$ cat src/hdl/bpa_pkg.sv
// ----------------------------------------------------------------------------
// bpa_pkg
// Shared types for the buddy page allocator: controller states, datapath
// commands and the status bundle returned to the controller.
// ----------------------------------------------------------------------------
package bpa_pkg;

	typedef enum logic [3:0] {
		ST_CLEAR,
		ST_IDLE,
		ST_DISPATCH,
		ST_ASCAN,
		ST_USTART,
		ST_UHEAD,
		ST_UTAIL,
		ST_UMID,
		ST_MSTEP,
		ST_TRD,
		ST_TWR,
		ST_SPLIT,
		ST_APPEND,
		ST_RESULT
	} bpa_state_t;

	typedef enum logic [3:0] {
		DP_NOP,
		DP_CLR,
		DP_LOAD,
		DP_SCAN_INC,
		DP_PICK,
		DP_U_CLEARV,
		DP_U_RD,
		DP_U_HEAD,
		DP_U_TAIL,
		DP_U_MID,
		DP_MERGE_STEP,
		DP_T_RD,
		DP_T_WR,
		DP_SPLIT,
		DP_APPEND,
		DP_RESULT
	} bpa_op_t;

	typedef struct packed {
		bpa_op_t op;
	} bpa_cmd_t;

	typedef struct packed {
		logic clear_done;
		logic op_free;
		logic order_bad;
		logic scan_end;
		logic cur_valid;
		logic x_is_head;
		logic x_is_tail;
		logic tog_old;
		logic n_eq_order;
		logic n_is_top;
		logic out_free;
	} bpa_status_t;

endpackage

$ cat src/hdl/bpa_ctrl.sv
// ----------------------------------------------------------------------------
// bpa_ctrl
// Sequencer for alloc and free requests: scan, split, merge, unlink and
// append steps, plus the toggle-bit clearing pass after reset.
// ----------------------------------------------------------------------------
module bpa_ctrl (
	input  logic                 clk,
	input  logic                 arst_n,
	input  logic                 in_valid,
	output logic                 in_stall,
	input  bpa_pkg::bpa_status_t st,
	output bpa_pkg::bpa_cmd_t    cmd
);
	import bpa_pkg::*;

	bpa_state_t state_q, state_d;

	// state register
	always_ff @(posedge clk or negedge arst_n) begin
		if (!arst_n) begin
			state_q <= ST_CLEAR;
		end else begin
			state_q <= state_d;
		end
	end

	// after an unlink, a free merges and an alloc toggles
	function automatic bpa_state_t after_unlink(input logic is_free);
		after_unlink = is_free ? ST_MSTEP : ST_TRD;
	endfunction

	// next state
	always_comb begin
		state_d = state_q;
		case (state_q)
			ST_CLEAR: begin
				if (st.clear_done) state_d = ST_IDLE;
			end
			ST_IDLE: begin
				if (in_valid) state_d = ST_DISPATCH;
			end
			ST_DISPATCH: begin
				if (st.order_bad) state_d = ST_RESULT;
				else if (st.op_free) state_d = ST_TRD;
				else state_d = ST_ASCAN;
			end
			ST_ASCAN: begin
				if (st.scan_end) state_d = ST_RESULT;
				else if (st.cur_valid) state_d = ST_USTART;
			end
			ST_USTART: begin
				if (!st.cur_valid || (st.x_is_head && st.x_is_tail))
					state_d = after_unlink(st.op_free);
				else if (st.x_is_head) state_d = ST_UHEAD;
				else if (st.x_is_tail) state_d = ST_UTAIL;
				else state_d = ST_UMID;
			end
			ST_UHEAD, ST_UTAIL, ST_UMID: begin
				state_d = after_unlink(st.op_free);
			end
			ST_MSTEP: begin
				state_d = ST_TRD;
			end
			ST_TRD: begin
				state_d = ST_TWR;
			end
			ST_TWR: begin
				if (st.op_free) begin
					if (!st.tog_old || st.n_is_top) state_d = ST_APPEND;
					else state_d = ST_USTART;
				end else begin
					state_d = st.n_eq_order ? ST_RESULT : ST_SPLIT;
				end
			end
			ST_SPLIT: begin
				state_d = ST_TRD;
			end
			ST_APPEND: begin
				state_d = ST_RESULT;
			end
			ST_RESULT: begin
				if (st.out_free) state_d = ST_IDLE;
			end
			default: state_d = ST_CLEAR;
		endcase
	end

	// command outputs
	always_comb begin
		cmd.op = DP_NOP;
		case (state_q)
			ST_CLEAR: if (!st.clear_done) cmd.op = DP_CLR;
			ST_IDLE: if (in_valid) cmd.op = DP_LOAD;
			ST_ASCAN: begin
				if (!st.scan_end) cmd.op = st.cur_valid ? DP_PICK : DP_SCAN_INC;
			end
			ST_USTART: begin
				if (st.cur_valid) begin
					if (st.x_is_head && st.x_is_tail) cmd.op = DP_U_CLEARV;
					else cmd.op = DP_U_RD;
				end
			end
			ST_UHEAD: cmd.op = DP_U_HEAD;
			ST_UTAIL: cmd.op = DP_U_TAIL;
			ST_UMID: cmd.op = DP_U_MID;
			ST_MSTEP: cmd.op = DP_MERGE_STEP;
			ST_TRD: cmd.op = DP_T_RD;
			ST_TWR: cmd.op = DP_T_WR;
			ST_SPLIT: cmd.op = DP_SPLIT;
			ST_APPEND: cmd.op = DP_APPEND;
			ST_RESULT: if (st.out_free) cmd.op = DP_RESULT;
			default: cmd.op = DP_NOP;
		endcase
	end

	assign in_stall = (state_q != ST_IDLE);

endmodule

$ cat config.mk
export PLATFORM = sky130hd
export DESIGN_NAME = bpa_ctrl
export DESIGN_NICKNAME = d
export VERILOG_FILES = /design/src/hdl/bpa_pkg.sv /design/src/hdl/bpa_ctrl.sv
export SDC_FILE = /design/constraint.sdc
export NUM_CORES = 1
export LEC_CHECK = 0
export BUFFER_PORTS_ARGS = -buffer_cell sky130_fd_sc_hd__buf_2
export CAP_MARGIN = 20
export CORE_AREA = 2 2 39 41
export DETAILED_ROUTE_END_ITERATION = 8
export DIE_AREA = 0 0 41 43
export PLACE_DENSITY = 0.76
export SYNTH_ARGS = -nofsm -noshare
export SYNTH_HDL_FRONTEND = slang
export SYNTH_SLANG_ARGS = --single-unit
$ cat constraint.sdc
create_clock -name clk -period 1.55 [get_ports clk]
set_input_delay 0.0775 -clock clk [delete_from_list [all_inputs] [get_ports clk]]
set_output_delay 0.0775 -clock clk [all_outputs]
set_load 0.01 [all_outputs]
== Yosys cells after proc, flatten, opt, wreduce, memory -nomap -nowiden ==
Cells that the tools add are included.
Word-level totals
  bits in registers: 4
  bits in latches: 0
  bits in writable memories: 0
  ROM bits: 0
  bits of input ports: 14
  output and inout port bits: 5
  word-level logic and storage cells: 51
  memories: 0
Operators by class
  add/sub/neg operators: 0
  multiply operators: 0
  div/mod/pow operators: 0
  $lt $le $gt $ge: 0
  eq/ne operators: 18
  shifts and indexed selects: 0
  muxes and demuxes: 23
  bitwise gates (word level): 0
  reductions and logical operators: 9
Operators with widths (count)
  4-bit one-hot mux with 13 select lines: 1
  4-bit 2-to-1 mux: 11
  4-bit one-hot mux with 11 select lines: 1
  4-bit == test (second input constant): 6
  4-bit by 3-bit == test with 1-bit output (second input constant): 4
  3-bit 2-to-1 mux: 4
  4-bit by 2-bit == test with 1-bit output (second input constant): 2
  2-bit 2-to-1 mux: 3
  2-bit != test (second input constant): 3
  4-bit by 1-bit == test with 1-bit output (second input constant): 1
  4-bit logical NOT: 1
  4-bit by 1-bit != test with 1-bit output (second input constant): 1
  4-bit AND reduction: 1
  1-bit 2-to-1 mux: 3
  3-bit != test (second input constant): 1
  3-bit OR reduction: 1
  1-bit logical NOT: 2
  1-bit logical OR: 2
  2-bit OR reduction: 1
  1-bit logical AND: 1

== Depth between registers and ports, before layout ==
  depth in word-level cells: 5
  gate-level depth with buffers: 6
  gate-level depth less buffers: 5

== Worst setup path before layout ==
Ideal clock, no wire load.
  kind: reg2reg
  start: register state_q[3]
  end: register state_q[0]
  library setup time: 131 ps
  arrival time: 1259 ps
  required time: 1419 ps
  path slack: 160 ps
  stages on the path, launching flop included: 5
  buffers on the path: 0
  period minus slack after synthesis: 1390 ps
  cell sequence: dfrtp_1 -> or2_4 -> or2_1 -> o211ai_2 -> o221ai_2
On the way
  longest elaborated chain between the ends: 3
  elaborated cells on any way between the ends: 22
  those cells by class: 17 x eq/ne; 1 x mux; 4 x reduce/logical
Ends and longest elaborated chain
  start, declared: line bpa_ctrl.sv:16  | bpa_state_t state_q, state_d;
  start signal, assigned: line bpa_ctrl.sv:23  | state_q <= state_d;
  4-bit by 3-bit == test with 1-bit output, or another cell as far along: line bpa_ctrl.sv:35  | case (state_q)
  3-bit OR reduction, or another cell as far along: line bpa_ctrl.sv:35
  4-bit one-hot mux with 11 select lines or 4-bit AND reduction (tied branches)
Parallel ways exist; a longest one is shown, timed or not.
A chain may end at the register's enable or synchronous reset.

==> results.md <==
- Reg with most FFs: state_q
- Arrival time at the worst endpoint: 1540 ps
- Clock power share: 8.0%
- Initial Utilization: 40.0%
- DRC violations left: 0
- Setup WS post-layout: -70.5 ps
- PortBufs: 18
- Clk pin slew, worst setup/hold paths: 40 ps
- Leakage: 0.000346 uW
- FILL cells: 133
- Rows: 14
- Total number of vias: 715
- Crit Path Max Fanout: 5
- Worst Path Required: 1470 ps
- Failing checks: setup timing
- Rel. slew slack: 81.8%
- Synthesized area: 553 um2
- Number of global-route vias before repair: 650
- DR vias/cell: 6.11
- Largest net degree at the start of global routing: 11
- Fmax: 0.617 GHz
- Routed WL: 1710 um
- Initial antenna violation count: 0
- Core Area: 1380 um2
- Slew @ Worst Pin: 271 ps
- Root Buffer: clkbuf_4
- Drt first pass iters: 4
- Non-Filler Instances: 117
- Area taken by multi-input logic gates: 447 um2
- Final Net Count: 117
- Design Area, Final: 787 um2
- Ys flop type: dfrtp_1
- Die Ht: 43 um
- First-pass GRT wire length: 2720 um
- # diodes: 0
- Post-Place Cells: 110
- Pwr/cell area: 2150 nW/um2
- Setup Crit Path Kind: flop to primary output
- Min-delay worst type: primary input to asynchronous set/reset pin
- Skew-Pair Late Insertion Delay: 240 ps
- Syn Inst Count: 73
- Async S/R FF share, synth: 100%
- Avg Inst Size Synth: 7.58 um2
- Yosys warns: 0
- Gr usage total: 22.5%
- DP Wirelength: 1260 um
- R2R Setup Slk: 40 ps
- Startpoint types: flop
- CP peak stage delay: 460 ps
- Crit. End Element: primary output
- Post-Syn Nets: 87
- Peak supply drop: 0.832 mV
- Top flop regs: state_q x4
- Area Growth Syn to Fin: 42.3%
- Max reg flops: 4
- Routed WL per cell: 14.6 um
- Final hold viol count: 0
- MaxCap Viol Count: 0
- Post-synth EDFFs: 0
- # setup viols final: 1
- Post-DRT Antenna Nets: 0
- H-tree depth: 1
- Crit-path cells: buf_6 -> o41a_4 -> o211ai_1 -> buf_2
- Num CTS Buffers: 3
- Fraction of layout cells with a size suffix above 1: 46.5%
- DRT iter0 DRCs: 30
- CTS tree: yes
- Yosys reg bits: 4
- Sequential share of power: 14.7%
- P_int: 906 uW
- DIE AREA: 1760 um2
- Final Max Tran Viols: 0
- NetSw: 790 uW
- Switch share: 46.6%
- Ports: 19
- Placed instance area: 696 um2
- Slowest cell on crit path: o41a_4
- FF/Latch Area: 104 um2
- Post-synthesis cell type count: 31
- Clock buffer depth: 2
- Die W: 41 um
- Clock Skew: 1.77 ps
- Outcome: finished with violations
- RSZ-0062 raised after global routing: yes
- Clock sink count: 4
- Period minus WS final: 1620 ps
- Crit share post-route: 105%
- GRT overflow: 0
- RD Place Congestion: 0.912
- Combinational Power Share: 77.2%
- Sequential-to-total area share from yosys stat: 18.1%
-- worst paths after layout --
path / start / endpoint / cells after the start
worst max-delay path: state_q[0] / cmd[0] / 4
worst min-delay path: arst_n / state_q[2] / 2
worst max register to register: state_q[3] / state_q[0] / 5
worst min register to register: state_q[3] / state_q[2] / 4
max in group asynchronous: arst_n / state_q[1] / 2
min in group clk: st[0] / state_q[0] / 3
-- worst max-delay path: cells and delay by family (launching register included) --
kind                   cells  cell delay (ps)
buffers and inverters      2              300
DFF                        1              440
AOI/OAI and AO/OA          2              570
-- cells in the mapped netlist, types with 2 or more instances --
cell	instances	share of area [%]
nand3_1	3	2.7
inv_1	4	2.7
o21ai_0	5	4.5
buf_2	4	3.6
o211ai_1	4	5.4
nor2b_1	4	4.5
dfrtp_1	4	18
o22a_1	2	3.2
nor2_1	7	4.8
o21bai_1	2	2.7
nand2_1	6	4.1
nand2b_1	3	3.4
a21oi_1	7	6.3
-- power by group through the flow --
| stage | Combinational [uW] | Sequential (uW) | Clock (uW) |
|---|---|---|---|
| 3_5_place_dp | 1110 | 266 | 0 |
| 2_1_floorplan | 817 | 212 | 0 |
| 4_1_cts | 1260 | 247 | 133 |
| 3_3_place_gp | 1100 | 267 | 0 |
| 5_1_grt | 1420 | 259 | 143 |
| 6_report | 1310 | 250 | 136 |
-- per-stage QoR --
step                      total power [uW]  util, %  setup slack (ps)  TNS [ps]  hold WS, ps
after floorplan                       1030        -               160         0         -218
after global placement                1370     50.3              29.2         0         -113
after detailed placement              1380     50.3              27.4         0         -112
after CTS                             1640     56.0             -57.8     -57.8          180
after global routing                  1820     56.9              -116      -343          185
final                                 1700     56.9             -70.5     -70.5          171
-- layout make-up --
class	count	share of cell area [%]
clock buffer	3	2.86
inverter	4	1.91
multi-input combinational	61	56.8
sequential	4	13.2
tap	16	2.54
timing repair buffer	29	22.7
-- cells in the final DEF (no fill, tap or decap), types with 4 or more instances in the layout --
cell and instances:
nor2_1 6, o211ai_1 4, inv_1 4, nand2_1 6
buf_2 18, a21oi_1 6, o21ai_0 5, buf_4 9
-- what timing repair did --
action	in CTS	in global routing
hold endpoints to repair	4	0
pin swaps	2	2
gates resized for setup	8	4
buffers inserted	3	0
hold buffers	1	0
setup endpoints to repair	4	7
-- cells by family (layout without fill, tap and decap cells) --
family,Yosys count,in the layout,synth area share [%]
AO/OA/AOI/OAI,33,33,46.2
buffers and inverters,8,36,6.33
flip-flops,4,4,18.1
AND/OR/NAND/NOR,28,28,29.4
-- metal layers --
layer  vias up  routed length [um]  GRT usage (%)
met3         6                 144           4.71
met5         -                   0              0
li1        335                   -              -
met4         0                  50           11.3
met2        42                 857           34.4
met1       332                 658           28.3
No activity file was read; power rests on OpenSTA's default activity.
